<file path="src/rtl/core/dstp_pkg.sv">
// Shared types and constants of the dual source time pairing table.
package dstp_pkg;

  // Number of pairing slots and the width of a slot number.
  localparam int Slots     = 16;
  localparam int SlotIdxW  = (Slots > 1) ? $clog2(Slots) : 1;

  // Depth of the request queue between the front and the back part.
  localparam int QDepth    = 2;
  localparam int QPtrW     = (QDepth > 1) ? $clog2(QDepth) : 1;
  localparam int QCntW     = $clog2(QDepth + 1);

  localparam int TimeW     = 32;
  localparam int KeyW      = TimeW - 1;
  localparam int RollW     = 32;
  localparam int PayloadW  = 64;
  localparam int WindowW   = 20;
  localparam int StatusW   = 2;
  localparam int OutIdxW   = 4;

  localparam logic [WindowW-1:0] WindowReset = WindowW'(10000);

  typedef enum logic [StatusW-1:0] {
    STATUS_PAIRED  = 2'd0,
    STATUS_STORED  = 2'd1,
    STATUS_FULL    = 2'd2,
    STATUS_NO_TIME = 2'd3
  } status_e;

  // A classified request as it leaves the front part.
  typedef struct packed {
    logic                no_time;
    logic                is_main;
    logic [KeyW-1:0]     key;
    logic [TimeW-1:0]    main_time;
    logic [TimeW-1:0]    sub_time;
    logic [RollW-1:0]    roll;
    logic [PayloadW-1:0] payload;
  } item_t;

  // Package data kept in a slot.
  typedef struct packed {
    logic [TimeW-1:0]    main_time;
    logic [TimeW-1:0]    sub_time;
    logic [RollW-1:0]    roll;
    logic [PayloadW-1:0] payload;
  } slot_data_t;

endpackage

</file>
<file path="src/rtl/core/dstp_front.sv">
// Front part: takes requests, classifies them and queues them for the back part.
module dstp_front (
  input  logic                               clk_i,
  input  logic                               rst_ni,
  input  logic                               push,
  output logic                               full,
  input  logic signed [dstp_pkg::TimeW-1:0]  main_time_i,
  input  logic signed [dstp_pkg::TimeW-1:0]  sub_time_i,
  input  logic [dstp_pkg::RollW-1:0]         roll_word_i,
  input  logic [dstp_pkg::PayloadW-1:0]      payload_i,
  output logic                               q_valid_o,
  input  logic                               q_ready_i,
  output dstp_pkg::item_t                    q_item_o
);

  dstp_pkg::item_t                 fifo_q [dstp_pkg::QDepth];
  logic [dstp_pkg::QPtrW-1:0]      wr_q, wr_d, rd_q, rd_d;
  logic [dstp_pkg::QCntW-1:0]      cnt_q, cnt_d;
  dstp_pkg::item_t                 item;
  logic                            do_push, do_pop;

  // A request is main when its main time is present, else sub when its sub time is.
  always_comb begin
    item.no_time   = main_time_i[dstp_pkg::TimeW-1] & sub_time_i[dstp_pkg::TimeW-1];
    item.is_main   = ~main_time_i[dstp_pkg::TimeW-1];
    item.key       = item.is_main ? main_time_i[dstp_pkg::KeyW-1:0]
                                  : sub_time_i[dstp_pkg::KeyW-1:0];
    item.main_time = main_time_i;
    item.sub_time  = sub_time_i;
    item.roll      = roll_word_i;
    item.payload   = payload_i;
  end

  assign full      = (cnt_q == dstp_pkg::QCntW'(dstp_pkg::QDepth));
  assign q_valid_o = (cnt_q != '0);
  assign q_item_o  = fifo_q[rd_q];
  assign do_push   = push & ~full;
  assign do_pop    = q_ready_i & q_valid_o;

  always_comb begin
    wr_d  = wr_q;
    rd_d  = rd_q;
    cnt_d = cnt_q;
    if (do_push) begin
      wr_d = (wr_q == dstp_pkg::QPtrW'(dstp_pkg::QDepth - 1)) ? '0 : wr_q + 1'b1;
    end
    if (do_pop) begin
      rd_d = (rd_q == dstp_pkg::QPtrW'(dstp_pkg::QDepth - 1)) ? '0 : rd_q + 1'b1;
    end
    if (do_push && !do_pop) begin
      cnt_d = cnt_q + 1'b1;
    end else if (do_pop && !do_push) begin
      cnt_d = cnt_q - 1'b1;
    end
  end

  always_ff @(posedge clk_i or negedge rst_ni) begin
    if (!rst_ni) begin
      wr_q  <= '0;
      rd_q  <= '0;
      cnt_q <= '0;
    end else begin
      wr_q  <= wr_d;
      rd_q  <= rd_d;
      cnt_q <= cnt_d;
    end
  end

  always_ff @(posedge clk_i) begin
    if (do_push) begin
      fifo_q[wr_q] <= item;
    end
  end

endmodule

</file>
<file path="config.mk">
export PLATFORM = sky130hd
export DESIGN_NAME = dstp_front
export DESIGN_NICKNAME = d
export VERILOG_FILES = /design/src/rtl/core/dstp_pkg.sv /design/src/rtl/core/dstp_front.sv
export SDC_FILE = /design/constraint.sdc
export NUM_CORES = 1
export LEC_CHECK = 0
export ABC_AREA = 0
export BUFFER_PORTS_ARGS = -buffer_cell sky130_fd_sc_hd__buf_2
export CAP_MARGIN = 20
export CORE_AREA = 4 4 183 185
export CTS_CLUSTER_DIAMETER = 60
export CTS_CLUSTER_SIZE = 10
export DETAILED_ROUTE_END_ITERATION = 12
export DIE_AREA = 0 0 187 189
export GPL_TIMING_DRIVEN = 0
export PLACE_DENSITY = 0.82
export SLEW_MARGIN = 20
export SYNTH_ARGS = -nofsm -noshare
export SYNTH_HDL_FRONTEND = slang
export SYNTH_SLANG_ARGS = --single-unit
</file>
<file path="constraint.sdc">
create_clock -name clk_i -period 9.4 [get_ports clk_i]
set_clock_uncertainty 0.15 [all_clocks]
set_input_delay 0.47 -clock clk_i [delete_from_list [all_inputs] [get_ports clk_i]]
set_output_delay 0.47 -clock clk_i [all_outputs]
set_load 0.01 [all_outputs]
</file>
==> impl_metrics.csv <==
group,metric,value,unit
critical_path,path_class,"reg2out",
critical_path,critPathMaxFanout,10,
min_path,hp-start,"payload_i[42]",
yosys,synth_top_area_frac,0.764,
power_and_ir_drop,seq_power_share,0.399,
detailed_routing,drtAntennaViolNets,0,
place,dp_slack,7100,ps
global_routing,grt_pass1_wl,56000,microns
yosys,netlist_area,15200,sq um
detailed_routing,vias,8385,
clocking,cts_num_sinks,390,
die,start_util,0.474,
yosys,syn_inst,657,
sta,slew_viol_final,0,
yosys,yosysWarningCount,0,
yosys,ys_seq_area_frac,0.770,
yosys,ys_types,17,
critical_path,cp-start-kind,"flop",
min_path,min_delay_path_depth,1,
power_and_ir_drop,power_density,302,nW/um^2
sta,max_freq,390,MHz
final_layout,final_cell_count_no_fill,1655,
critical_path,critPathCaptureType,"output port",
global_routing,track_usage,0.203,
global_routing,antenna_found_initial,2,
yosys,synthesis.nets,822,
power_and_ir_drop,switching_power,1.85,mW
power_and_ir_drop,pwr-share-clk,0.250,
clocking,cts_tree,"done",
power_and_ir_drop,ir_worst_vdd,0.000184,V
place,port-buffer-count,358,
clocking,clkTransAtPathRegs,50,ps
sta,post-route-min-period,2570,ps
detailed_routing,drt-pass1-iter-count,7,
yosys,yosys.area.top_type,"edfxtp_1",
place,place_inst,1434,
die,rows,66,
power_and_ir_drop,p_comb_frac,0.351,
outcome,status,"complete, no violations",
detailed_routing,wirelength,37100,microns
clocking,cts-htree-levels,2,
sta,fin_setup_tns,0,ps
global_routing,grt_pass1_vias,9360,
min_path,hold_class,"in2reg",
yosys,ys_seq_elements,390,
yosys,postSynthAreaPerCell,23.1,sq um
sta,fin_ws,6830,ps
sta,timing.slew.headroom,0.472,
global_routing,overflow,0,
clocking,cts_buffers,46,
sta,rsz0062_at_grt,"false",
critical_path,ff2ff_path_depth,5,
place,postPlaceCellArea,17800,sq um
critical_path,r2r-start,"cnt_q[0]$_DFFE_PN0P_",
clocking,cts_setup_buffers,0,
place,place.gp.congestion,0.753,
yosys,synthTopCellsByArea,"edfxtp_1 76%, mux2_4 16%, mux2_2 4.7%, buf_6 1.3%, dfrtp_1 0.66%",
power_and_ir_drop,leakage,8.22,nW
detailed_routing,avgRoutedWirePerCell,22.4,microns
die,num_io_pins,359,
clocking,clockBufferDepth,3,
clocking,clkLatencyLatePin,530,ps
die,die_y,189,microns
run,timing.max_cap.violations,0,
die,die-area,35300,sq um
power_and_ir_drop,p_sw_frac,0.297,
critical_path,arrival,1950,ps
critical_path,reg2reg_to,"fifo_q[0][18]$_DFFE_PP_",
detailed_routing,via_per_inst,5.07,
die,die_w,187,microns
critical_path,cp.required,8780,ps
final_layout,fin_nets,1399,
min_path,hold_end,"fifo_q[1][42]$_DFFE_PP_",
sta,hold_viol_final,0,
sta,fin_crit_sh,0.273,
place,dp_hpwl,22600,microns
sta,worstMarginPinSlew,790,ps
sta,setup_viol,0,
final_layout,final_area,20600,sq um
clocking,root_buffer,"clkbuf_16",
final_layout,syn_to_final_growth,36.0,%
critical_path,reg2reg_slack,7080,ps
power_and_ir_drop,intPower,4.38,mW
detailed_routing,drt_iter0_drc,466,
final_layout,drive_gt1_frac,0.541,
global_routing,grt_max_degree,55,
detailed_routing,route.detailed.drc,0,
die,core-area,32000,sq um
## power by group through the flow
stage | logic, mW | registers [mW] | clock network [mW]
2_1_floorplan | 1.33 | 2.56 | 0
5_1_grt | 2.31 | 2.52 | 1.67
6_report | 2.19 | 2.49 | 1.56
4_1_cts | 2.19 | 2.48 | 1.58
3_5_place_dp | 2.12 | 2.51 | 0
3_3_place_gp | 2.00 | 2.62 | 0
## Yosys cell counts
master and n:
mux2_4 160, xor2_1 2, and2_1 1, and3_1 1, nand2b_1 1, or2_2 1
ha_1 1, dfrtp_1 4, buf_8 1, nor2_1 2, inv_1 3, mux2_2 64
buf_2 7, nand2_1 2, edfxtp_1 386, xnor2_1 3, buf_6 18
## per-stage QoR
stage,power (mW),hold WS [ps],util
after floorplan,3.90,24.4,-
after global placement,4.62,127,0.546
after CTS,6.25,9.07,0.644
after detailed placement,4.63,132,0.554
after global routing,6.50,29.7,0.644
final,6.24,47.3,0.644
## cells in the final DEF, fill, tap and decap left out, types with 4 or more instances in the layout
master / n
buf_16: 6
mux2_4: 160
dlygate4sd3_1: 160
clkbuf_1: 8
dfrtp_1: 4
edfxtp_1: 386
buf_6: 18
buf_12: 5
clkbuf_16: 49
mux2_2: 64
buf_2: 365
## registers in the layout, summed over array words and instances (netlist names)
register,count
fifo_q,386
cnt_q,2
rd_q,1
wr_q,1
## how the worst max path moves through the flow
| stage | to | slack [ps] | start |
|---|---|---|---|
| detailed placement | fifo_q[0][29]$_DFFE_PP_ | 7100 | cnt_q[0]$_DFFE_PN0P_ |
| floorplan | fifo_q[0][0]$_DFFE_PP_ | 3140 | cnt_q[0]$_DFFE_PN0P_ |
| global placement | fifo_q[0][10]$_DFFE_PP_ | 490 | cnt_q[0]$_DFFE_PN0P_ |
| finish | q_item_o[47] | 6830 | rd_q$_DFFE_PN0P_ |
| CTS | q_item_o[127] | 6800 | rd_q$_DFFE_PN0P_ |
| global route | q_item_o[127] | 6770 | rd_q$_DFFE_PN0P_ |
## layer usage
layer  part of all wire  routed length (microns)  track usage  vias to the layer above
met1               0.37                    13800        0.232                     4200
met3              0.082                     3050       0.0690                       60
met2               0.52                    19300        0.361                      368
met4              0.028                     1040       0.0674                        2
li1                   -                        -            -                     3755
met5            0.00019                        7            0                        -
## what timing repair did
item,in CTS,in global routing
hold buffers,159,1
endpoints found under the setup margin,0,0
hold endpoints to repair,320,1
gates resized for setup,0,0
## final cells by class
class	instances	area, sq um
flip-flops and latches	390	11700
fillers	2102	11400
repair buffers	529	3660
multi-input cells	238	3230
clock buffers	57	1260
well taps	408	510
plain buffers	26	253
clock inverters	3	25.0
inverters	3	11.3
diodes	1	2.50
## cell families after synthesis
logic type                 count (synthesis)  synth area share
buffers and inverters                     29            0.0174
muxes                                    224             0.206
DFF                                      390             0.770
and+or+nand+nor                            8           0.00264
xor gates and xnor gates                   5           0.00289
adders and majority gates                  1          0.000824
## worst max-delay path, stage by stage (launching register included)
cell,delay [ps]
dfrtp_1,370
buf_6,140
buf_8,180
buf_6,220
mux2_4,350
buf_2,150
Power figures use the tool's default switching activity.
